===== src/rtl/tnp_pkg.sv =====
// Shared constants, types and command/status bundles of the telnet receive parser.
`default_nettype none

package tnp_pkg;

  // Line store sizing. The usable depth is capped so that a line run never
  // exceeds the largest number of results that one byte may cause.
  localparam int LINE_DEPTH   = 32;
  localparam int MAX_RESULTS  = 32;
  localparam int USABLE_DEPTH = (LINE_DEPTH < MAX_RESULTS) ? LINE_DEPTH : MAX_RESULTS;
  localparam int FILL_W       = $clog2(USABLE_DEPTH + 1);
  localparam int IDX_W        = $clog2(USABLE_DEPTH);

  // Telnet protocol bytes.
  localparam logic [7:0] B_IAC    = 8'd255;
  localparam logic [7:0] B_SB     = 8'd250;
  localparam logic [7:0] B_WILL   = 8'd251;
  localparam logic [7:0] B_WONT   = 8'd252;
  localparam logic [7:0] B_DO     = 8'd253;
  localparam logic [7:0] B_DONT   = 8'd254;
  localparam logic [7:0] B_CR     = 8'd13;
  localparam logic [7:0] B_LF     = 8'd10;
  localparam logic [7:0] B_NUL    = 8'd0;
  localparam logic [7:0] OPT_ECHO = 8'd1;

  // Result kinds.
  localparam logic [1:0] KIND_REPLY = 2'd0;
  localparam logic [1:0] KIND_LINE  = 2'd1;
  localparam logic [1:0] KIND_EMPTY = 2'd2;

  // Commands from the controller to the datapath.
  typedef struct packed {
    logic       store;        // append the accepted byte to the line store
    logic       reply_start;  // latch option byte and reply command, restart reply count
    logic [7:0] reply_code;   // command byte of the reply
    logic       line_start;   // restart the line drain
    logic       emit_reply;   // load the next reply byte into the output register
    logic       emit_line;    // load the next line byte or the empty marker
  } tnp_cmd_t;

  // Status from the datapath to the controller.
  typedef struct packed {
    logic is_iac;
    logic is_sb;
    logic is_will;
    logic is_wont;
    logic is_do;
    logic is_dont;
    logic is_cr;
    logic is_lf;
    logic is_nul;
    logic is_echo;
    logic out_free;     // output register can take a result this cycle
    logic reply_last;   // the reply byte on offer is the third one
    logic line_last;    // the line result on offer is the final one
  } tnp_stat_t;

endpackage

`default_nettype wire


===== src/rtl/tnp_ram.sv =====
// Generic single-write, single-read RAM with registered read data.
`default_nettype none

module tnp_ram #(
  parameter int WIDTH = 8,
  parameter int DEPTH = 32
) (
  input  wire logic                     clk_i,
  input  wire logic                     we_i,
  input  wire logic [$clog2(DEPTH)-1:0] waddr_i,
  input  wire logic [WIDTH-1:0]         wdata_i,
  input  wire logic [$clog2(DEPTH)-1:0] raddr_i,
  output logic      [WIDTH-1:0]         rdata_o
);

  logic [WIDTH-1:0] mem_q [DEPTH];

  // Write port and registered read port.
  always_ff @(posedge clk_i) begin
    if (we_i) begin
      mem_q[waddr_i] <= wdata_i;
    end
    rdata_o <= mem_q[raddr_i];
  end

endmodule

`default_nettype wire


===== src/rtl/tnp_ctrl.sv =====
// Controller: telnet parse state machine and the result sequencer.
`default_nettype none

module tnp_ctrl
  import tnp_pkg::*;
(
  input  wire logic      clk_i,
  input  wire logic      rst_ni,
  input  wire logic      rx_valid_i,
  output logic           rx_ready_o,
  input  wire tnp_stat_t stat_i,
  output tnp_cmd_t       cmd_o
);

  // Parse states.
  localparam logic [3:0] ST_DATA = 4'd0;
  localparam logic [3:0] ST_IAC  = 4'd1;
  localparam logic [3:0] ST_CR   = 4'd2;
  localparam logic [3:0] ST_SB   = 4'd3;
  localparam logic [3:0] ST_SE   = 4'd4;
  localparam logic [3:0] ST_WILL = 4'd5;
  localparam logic [3:0] ST_WONT = 4'd6;
  localparam logic [3:0] ST_DO   = 4'd7;
  localparam logic [3:0] ST_DONT = 4'd8;

  // Sequencer states.
  localparam logic [1:0] SEQ_IDLE  = 2'd0;
  localparam logic [1:0] SEQ_REPLY = 2'd1;
  localparam logic [1:0] SEQ_LINE  = 2'd2;

  logic [3:0] parse_q, parse_d;
  logic [1:0] seq_q, seq_d;
  logic       accept;
  logic       as_data;

  assign rx_ready_o = (seq_q == SEQ_IDLE);
  assign accept     = rx_valid_i && rx_ready_o;

  // Next-state and command decode.
  always_comb begin
    parse_d = parse_q;
    seq_d   = seq_q;
    as_data = 1'b0;
    cmd_o   = '0;
    cmd_o.emit_reply = (seq_q == SEQ_REPLY) && stat_i.out_free;
    cmd_o.emit_line  = (seq_q == SEQ_LINE) && stat_i.out_free;

    unique case (seq_q)
      SEQ_IDLE: begin
        if (accept) begin
          unique case (parse_q)
            ST_IAC: begin
              priority if (stat_i.is_sb) begin
                parse_d = ST_SB;
              end else if (stat_i.is_will) begin
                parse_d = ST_WILL;
              end else if (stat_i.is_wont) begin
                parse_d = ST_WONT;
              end else if (stat_i.is_do) begin
                parse_d = ST_DO;
              end else if (stat_i.is_dont) begin
                parse_d = ST_DONT;
              end else begin
                // An escaped IAC stores one 255 byte; other commands are ignored.
                cmd_o.store = stat_i.is_iac;
                parse_d     = ST_DATA;
              end
            end
            ST_SB: begin
              if (stat_i.is_iac) begin
                parse_d = ST_SE;
              end
            end
            ST_SE: begin
              parse_d = ST_DATA;
            end
            ST_WILL, ST_WONT, ST_DO, ST_DONT: begin
              parse_d           = ST_DATA;
              seq_d             = SEQ_REPLY;
              cmd_o.reply_start = 1'b1;
              if (parse_q == ST_WILL) begin
                cmd_o.reply_code = B_DO;
              end else if (parse_q == ST_WONT) begin
                cmd_o.reply_code = B_DONT;
              end else if (parse_q == ST_DO && stat_i.is_echo) begin
                cmd_o.reply_code = B_WILL;
              end else begin
                cmd_o.reply_code = B_WONT;
              end
            end
            ST_CR: begin
              parse_d = ST_DATA;
              if (stat_i.is_nul || stat_i.is_lf) begin
                seq_d            = SEQ_LINE;
                cmd_o.line_start = 1'b1;
              end else begin
                as_data = 1'b1;
              end
            end
            default: begin
              // Data state, and any code that should never arise.
              parse_d = ST_DATA;
              as_data = 1'b1;
            end
          endcase

          // Ordinary byte handling as in the data state.
          if (as_data) begin
            priority if (stat_i.is_iac) begin
              parse_d = ST_IAC;
            end else if (stat_i.is_cr) begin
              parse_d = ST_CR;
            end else begin
              cmd_o.store = 1'b1;
            end
          end
        end
      end
      SEQ_REPLY: begin
        if (cmd_o.emit_reply && stat_i.reply_last) begin
          seq_d = SEQ_IDLE;
        end
      end
      SEQ_LINE: begin
        if (cmd_o.emit_line && stat_i.line_last) begin
          seq_d = SEQ_IDLE;
        end
      end
      default: begin
        seq_d = SEQ_IDLE;
      end
    endcase
  end

  // State registers.
  always_ff @(posedge clk_i or negedge rst_ni) begin
    if (!rst_ni) begin
      parse_q <= ST_DATA;
      seq_q   <= SEQ_IDLE;
    end else begin
      parse_q <= parse_d;
      seq_q   <= seq_d;
    end
  end

  // A single accepted byte triggers at most one datapath action.
  assert property (@(posedge clk_i) disable iff (!rst_ni)
    $onehot0({cmd_o.store, cmd_o.reply_start, cmd_o.line_start}))
    else $error("conflicting datapath actions on one byte");

  // A reply or line run always leaves the parser in the data state, waiting on a data byte.
  assert property (@(posedge clk_i) disable iff (!rst_ni)
    (seq_q == SEQ_IDLE) && (seq_d != SEQ_IDLE) |-> parse_d == ST_DATA)
    else $error("result run started outside the data state");

endmodule

`default_nettype wire


===== src/rtl/tnp_dp.sv =====
// Datapath: byte classification, line store, reply and drain counters, output register.
`default_nettype none

module tnp_dp
  import tnp_pkg::*;
(
  input  wire logic       clk_i,
  input  wire logic       rst_ni,
  input  wire logic [7:0] rx_byte_i,
  input  wire tnp_cmd_t   cmd_i,
  output tnp_stat_t       stat_o,
  output logic            m_valid_o,
  input  wire logic       m_ready_i,
  output logic [7:0]      m_byte_o,
  output logic [1:0]      m_kind_o,
  output logic            m_ovf_o,
  output logic            m_last_o
);

  logic [FILL_W-1:0] fill_q, fill_d;
  logic              ovf_q, ovf_d;
  logic [1:0]        rep_idx_q, rep_idx_d;
  logic [IDX_W-1:0]  drain_idx_q, drain_idx_d;
  logic [7:0]        rep_cmd_q, rep_opt_q;
  logic [7:0]        rdata;
  logic              has_room;
  logic              ram_we;
  logic              fill_zero;
  logic              load;
  logic              out_valid_q, out_valid_d;
  logic [7:0]        out_byte_q, out_byte_d;
  logic [1:0]        out_kind_q, out_kind_d;
  logic              out_ovf_q, out_ovf_d;
  logic              out_last_q, out_last_d;

  // Byte classification for the controller.
  always_comb begin
    stat_o            = '0;
    stat_o.is_iac     = (rx_byte_i == B_IAC);
    stat_o.is_sb      = (rx_byte_i == B_SB);
    stat_o.is_will    = (rx_byte_i == B_WILL);
    stat_o.is_wont    = (rx_byte_i == B_WONT);
    stat_o.is_do      = (rx_byte_i == B_DO);
    stat_o.is_dont    = (rx_byte_i == B_DONT);
    stat_o.is_cr      = (rx_byte_i == B_CR);
    stat_o.is_lf      = (rx_byte_i == B_LF);
    stat_o.is_nul     = (rx_byte_i == B_NUL);
    stat_o.is_echo    = (rx_byte_i == OPT_ECHO);
    stat_o.out_free   = !out_valid_q || m_ready_i;
    stat_o.reply_last = (rep_idx_q == 2'd2);
    stat_o.line_last  = fill_zero ||
                        ((FILL_W'(drain_idx_q) + FILL_W'(1)) == fill_q);
  end

  assign has_room  = (fill_q < FILL_W'(USABLE_DEPTH));
  assign ram_we    = cmd_i.store && has_room;
  assign fill_zero = (fill_q == '0);
  assign load      = cmd_i.emit_reply || cmd_i.emit_line;

  // Line store; the read port always fetches the entry the drain will offer next.
  tnp_ram #(
    .WIDTH(8),
    .DEPTH(USABLE_DEPTH)
  ) u_line_ram (
    .clk_i  (clk_i),
    .we_i   (ram_we),
    .waddr_i(fill_q[IDX_W-1:0]),
    .wdata_i(rx_byte_i),
    .raddr_i(drain_idx_d),
    .rdata_o(rdata)
  );

  // Fill count, overflow flag and run counters.
  always_comb begin
    fill_d      = fill_q;
    ovf_d       = ovf_q;
    rep_idx_d   = rep_idx_q;
    drain_idx_d = drain_idx_q;
    if (cmd_i.store) begin
      if (has_room) begin
        fill_d = fill_q + FILL_W'(1);
      end else begin
        ovf_d = 1'b1;
      end
    end
    if (cmd_i.reply_start) begin
      rep_idx_d = 2'd0;
    end else if (cmd_i.emit_reply) begin
      rep_idx_d = rep_idx_q + 2'd1;
    end
    if (cmd_i.line_start) begin
      drain_idx_d = '0;
    end else if (cmd_i.emit_line) begin
      drain_idx_d = IDX_W'(FILL_W'(drain_idx_q) + FILL_W'(1));
      // The line is closed once its final result is loaded.
      if (stat_o.line_last) begin
        fill_d = '0;
        ovf_d  = 1'b0;
      end
    end
  end

  // Result selection into the output register.
  always_comb begin
    out_byte_d = out_byte_q;
    out_kind_d = out_kind_q;
    out_ovf_d  = out_ovf_q;
    out_last_d = out_last_q;
    if (cmd_i.emit_reply) begin
      out_kind_d = KIND_REPLY;
      out_ovf_d  = 1'b0;
      out_last_d = stat_o.reply_last;
      unique case (rep_idx_q)
        2'd0:    out_byte_d = B_IAC;
        2'd1:    out_byte_d = rep_cmd_q;
        default: out_byte_d = rep_opt_q;
      endcase
    end else if (cmd_i.emit_line) begin
      out_kind_d = fill_zero ? KIND_EMPTY : KIND_LINE;
      out_byte_d = fill_zero ? 8'd0 : rdata;
      out_ovf_d  = ovf_q;
      out_last_d = stat_o.line_last;
    end
  end

  always_comb begin
    out_valid_d = out_valid_q;
    if (load) begin
      out_valid_d = 1'b1;
    end else if (m_ready_i) begin
      out_valid_d = 1'b0;
    end
  end

  // Control registers.
  always_ff @(posedge clk_i or negedge rst_ni) begin
    if (!rst_ni) begin
      fill_q      <= '0;
      ovf_q       <= 1'b0;
      rep_idx_q   <= 2'd0;
      drain_idx_q <= '0;
      out_valid_q <= 1'b0;
    end else begin
      fill_q      <= fill_d;
      ovf_q       <= ovf_d;
      rep_idx_q   <= rep_idx_d;
      drain_idx_q <= drain_idx_d;
      out_valid_q <= out_valid_d;
    end
  end

  // Payload registers.
  always_ff @(posedge clk_i) begin
    if (cmd_i.reply_start) begin
      rep_cmd_q <= cmd_i.reply_code;
      rep_opt_q <= rx_byte_i;
    end
    out_byte_q <= out_byte_d;
    out_kind_q <= out_kind_d;
    out_ovf_q  <= out_ovf_d;
    out_last_q <= out_last_d;
  end

  assign m_valid_o = out_valid_q;
  assign m_byte_o  = out_byte_q;
  assign m_kind_o  = out_kind_q;
  assign m_ovf_o   = out_ovf_q;
  assign m_last_o  = out_last_q;

  // The fill count never passes the usable store depth.
  assert property (@(posedge clk_i) disable iff (!rst_ni)
    fill_q <= FILL_W'(USABLE_DEPTH))
    else $error("line fill beyond store depth");

  // Bytes are only dropped once the store is full.
  assert property (@(posedge clk_i) disable iff (!rst_ni)
    ovf_q |-> fill_q == FILL_W'(USABLE_DEPTH))
    else $error("overflow flagged with room left");

  // Loading the final line result empties the store.
  assert property (@(posedge clk_i) disable iff (!rst_ni)
    cmd_i.emit_line && stat_o.line_last |=> fill_q == '0 && !ovf_q)
    else $error("line store not cleared after line end");

endmodule

`default_nettype wire


===== src/rtl/telnet_receive_parser.sv =====
// Top level of the telnet receive parser: controller and datapath.
`default_nettype none

// Receive-side telnet parser. One byte enters per item on the slave stream.
// Data bytes and escaped IAC IAC are stored in a line buffer of
// tnp_pkg::USABLE_DEPTH bytes; extra bytes are dropped and flagged. CR LF or
// CR NUL ends the line, which is sent out as a run of line bytes or as one
// empty-line marker. IAC WILL/WONT/DO/DONT x produces a three-byte reply.
// Timing: bytes that cause no result flow at one per cycle. A byte that causes
// a reply or a line end holds the input while its results are loaded into the
// output register at one per cycle, longer if the master side stalls; the line
// buffer's single read port sets the drain rate. The output register lets the
// next byte be taken while the last result is still waiting. No clearing pass
// is needed after reset.
module telnet_receive_parser
  import tnp_pkg::*;
(
  input  wire logic       clk_i,
  input  wire logic       rst_ni,
  input  wire logic       s_axis_tvalid,
  output logic            s_axis_tready,
  input  wire logic [7:0] s_axis_tdata,   // [7:0] rx_byte
  output logic            m_axis_tvalid,
  input  wire logic       m_axis_tready,
  output logic [7:0]      m_axis_tdata,   // [7:0] out_byte
  output logic [2:0]      m_axis_tuser,   // [1:0] out_kind, [2] line_overflow
  output logic            m_axis_tlast
);

  tnp_cmd_t   cmd;
  tnp_stat_t  stat;
  logic [1:0] kind;
  logic       ovf;

  tnp_ctrl u_ctrl (
    .clk_i     (clk_i),
    .rst_ni    (rst_ni),
    .rx_valid_i(s_axis_tvalid),
    .rx_ready_o(s_axis_tready),
    .stat_i    (stat),
    .cmd_o     (cmd)
  );

  tnp_dp u_dp (
    .clk_i    (clk_i),
    .rst_ni   (rst_ni),
    .rx_byte_i(s_axis_tdata),
    .cmd_i    (cmd),
    .stat_o   (stat),
    .m_valid_o(m_axis_tvalid),
    .m_ready_i(m_axis_tready),
    .m_byte_o (m_axis_tdata),
    .m_kind_o (kind),
    .m_ovf_o  (ovf),
    .m_last_o (m_axis_tlast)
  );

  assign m_axis_tuser = {ovf, kind};

endmodule

`default_nettype wire

===== config.mk =====
export PLATFORM = sky130hd
export DESIGN_NAME = telnet_receive_parser
export DESIGN_NICKNAME = d
export VERILOG_FILES = /design/src/rtl/tnp_pkg.sv /design/src/rtl/tnp_ram.sv /design/src/rtl/tnp_ctrl.sv /design/src/rtl/tnp_dp.sv /design/src/rtl/telnet_receive_parser.sv
export SDC_FILE = /design/constraint.sdc
export NUM_CORES = 1
export LEC_CHECK = 0
export ABC_AREA = 1
export ABC_CLOCK_PERIOD_IN_PS = 3200
export BUFFER_PORTS_ARGS = -buffer_cell sky130_fd_sc_hd__buf_2
export CORE_ASPECT_RATIO = 1.25
export CORE_MARGIN = 2
export CORE_UTILIZATION = 39
export DETAILED_ROUTE_END_ITERATION = 8
export PLACE_DENSITY = 0.64
export SYNTH_ARGS = -nofsm -noshare
export SYNTH_HDL_FRONTEND = slang
export SYNTH_HIERARCHICAL = 1
export SYNTH_SLANG_ARGS = --single-unit

===== constraint.sdc =====
create_clock -name clk_i -period 3.2 [get_ports clk_i]
set_input_delay 0.48 -clock clk_i [delete_from_list [all_inputs] [get_ports clk_i]]
set_output_delay 0.48 -clock clk_i [all_outputs]
set_load 0.03 [all_outputs]

==> reports/results.ini <==
[outcome]
run_status = finished clean

[grt]
grt_pass1_vias = 9069
gr-total-overflow = 0
grt_max_degree = 66
grt_pass1_wl_mm = 51.0
grt_usage = 0.185
antenna_found_initial = 1

[placement]
io_buffers = 25
dpl.cell_count = 1715
dpl.hpwl_mm = 20.9
place_congestion = 0.857
placed_area_um2 = 14500

[power_and_ir_drop]
p_per_area_nw_per_um2 = 616
power_switching_share = 0.250
combinationalPowerShare = 0.114
p_int_mw = 7.15
p_sw_mw = 2.39
ir_drop_uv = 396
p_leak_nw = 5.95
seq_power_share = 0.503
clock_power_share = 0.384

[sta]
worstMarginPinSlew_ps = 805
finalSetupViolations = 0
slew_headroom = 0.463
finalHoldViolCount = 0
clock_skew_ps = 10.8
period_needed_ps = 2820
fmax_mhz = 355
slew_violations = 0
rsz0062_at_grt = no
period_share = 0.881

[cts]
cts_tree = done
cts.sinks = 313
clockBufferDepth = 3
cts-htree-levels = 1
cts-root-buf = clkbuf_16
cts_hold_buf = 1
post-cts-setup-buffer-count = 0
clkLatencyLatePin_ps = 560
cts_made_buffers = 29
ctsResizeCount = 0
clkTransAtPathRegs_ps = 70

[worst_setup_path]
r2r_cells = 16
timing.rr.start = u_dp/m_valid_o
reg2reg_to = u_dp/u_line_ram/rdata_o[3]
crit_arrival_ps = 3310
cp-start-kind = flop
endpoint_kind = flop
crit_required_ps = 3700
rrSetupSlack_ps = 380
crit_path_max_fanout = 23
path_class = flop to flop

[drt]
via_per_inst = 5.20
ant_nets = 0
wl_per_cell_um = 18.6
drt_iter0_markers = 766
drt_first_pass_iters = 5
wl_mm = 32.8
vias = 9197
drcViolationCount = 0

[logic_synthesis]
yosysTopAreaCellShare = 0.626
synth_area_leader_cell = edfxtp_1
synthTopCellsByArea = edfxtp_1 63%, nand2_1 11%, nand3_1 8.5%
synth_nets = 1254
synth-seq-cells = 313
synth-async-reset-ratio = 0.0671
synth_area_um2 = 13500
synth_edf_count = 281
ys_warn_count = 6
ys_seq_area_frac = 0.681
synth-main-ff-cell = edfxtp_1
syn_avg_cell_area_um2 = 10.9
netlist_instances = 1236
ys_types = 36

[cells_and_area]
drive_gt1_frac = 0.137
final_cell_mix = 408 x nand2_1, 281 x edfxtp_1, 229 x nand3_1
layout.cells.non_filler = 1768
syn_to_final_growth_pct = 14.9
layout_commonest_cell = nand2_1
final_area_um2 = 15500
diodes = 0
finalNetCount = 1336

[floorplan]
ios = 26
rows = 76
die_h_um = 212
die_x_um = 170
start_util = 0.394
die_area_um2 = 36100
coreArea_um2 = 34200

[hold_path]
hold_end = u_dp/m_valid_o
hold_class = input port to flop
hold_start = m_axis_tready
hold_path_depth = 4

[run]
maxCapViolCount = 0

[power by group through the flow]
stage          Combinational [mW]  Clock [mW]  Sequential, mW
5_1_grt                      1.21        3.85            4.81
3_3_place_gp                 1.07           0            4.88
6_report                     1.09        3.66            4.79
2_1_floorplan               0.737           0            4.82
3_5_place_dp                 1.08           0            4.88
4_1_cts                      1.09        3.71            4.79
[kinds of logic (layout without fill, tap and decap cells)]
family,after synthesis,after routing,synth area share
and+or+nand+nor,749,749,0.240
DFF,313,313,0.681
buffers and inverters,121,224,0.0517
AOI/OAI and AO/OA,43,43,0.0187
adders and majority gates,6,6,0.00557
xor gates and xnor gates,4,4,0.00260
[per-layer routing]
metal,GRT usage,vias up,routed length (um)
met2,0.335,264,17000
li1,-,4415,-
met4,0.0666,0,982
met1,0.228,4460,13200
met5,0,-,0
met3,0.0193,58,1640
[how the worst max path moves through the flow]
stage                         start                      endpoint  slack, ps  depth (start not counted)
global route        s_axis_tdata[5]    u_dp/u_line_ram/rdata_o[6]        180                         21
CTS                  u_dp/m_valid_o    u_dp/u_line_ram/rdata_o[3]        390                         16
detailed placement  s_axis_tdata[5]    u_dp/u_line_ram/rdata_o[3]       -160                         21
floorplan           s_axis_tdata[6]  u_dp/u_line_ram/mem_q[11][0]        310                         11
finish               u_dp/m_valid_o    u_dp/u_line_ram/rdata_o[3]        380                         16
global placement    s_axis_tdata[5]    u_dp/u_line_ram/rdata_o[3]       -150                         20
[flip-flops by register name, summed over array words and instances (netlist names), 4 cells and up]
signal	cells
u_dp/rep_cmd_q	8
u_dp/drain_idx_q	5
u_dp/u_line_ram/rdata_o	8
u_dp/u_line_ram/mem_q	256
u_dp/rep_opt_q	8
u_dp/fill_q	6
u_dp/m_byte_o	8
u_ctrl/parse_q	4
[synthesized netlist by cell type, types with 2 or more instances]
cell / number
inv_1: 49
nand2_2: 3
nor4_1: 2
clkbuf_1: 11
nand3_1: 229
dfrtp_1: 21
xor2_1: 4
ha_1: 6
nand2_4: 2
nor2_1: 63
buf_6: 24
o21ai_0: 14
o211ai_1: 3
o31ai_1: 8
dfxtp_1: 11
nor3_1: 24
nor2_4: 2
buf_2: 17
buf_4: 11
nand4_1: 6
edfxtp_1: 281
nor2_2: 4
buf_1: 2
inv_2: 5
nand2_1: 408
a21oi_1: 15
clkinv_1: 2
[worst max-delay path: stages, from the launching register on]
cell      delay [ps]
dfrtp_1          370
nand2_1          130
inv_1             70
nor3_1           340
inv_1            230
o21ai_0          360
a21oi_4          120
clkinv_2         130
buf_4            290
nand2_1           90
nand3_1           90
nand3_1           90
nand2_1           70
nand2_1           80
nand2_1          110
nand2_1           90
nand2_1           80
[stage by stage]
step | setup WS [ps] | power, mW | hold slack [ps] | utilization | setup TNS, ps
6_report | 382 | 9.54 | 232 | 0.452 | 0
5_1_grt | 179 | 9.87 | 263 | 0.452 | 0
4_1_cts | 390 | 9.59 | 220 | 0.452 | 0
3_5_place_dp | -157 | 5.96 | 452 | 0.423 | -1290
3_3_place_gp | -154 | 5.94 | 440 | 0.423 | -1240
2_1_floorplan | 312 | 5.56 | 184 | - | 0
[cell type report]
type | instances | area [um2]
clock buffers | 34 | 764
clock inverters | 18 | 243
inverters | 56 | 211
fillers | 3122 | 18700
multi-input cells | 802 | 3630
well taps | 429 | 537
flip-flops and latches | 313 | 9180
repair buffers | 116 | 923
(Power assumes the default switching activity.)
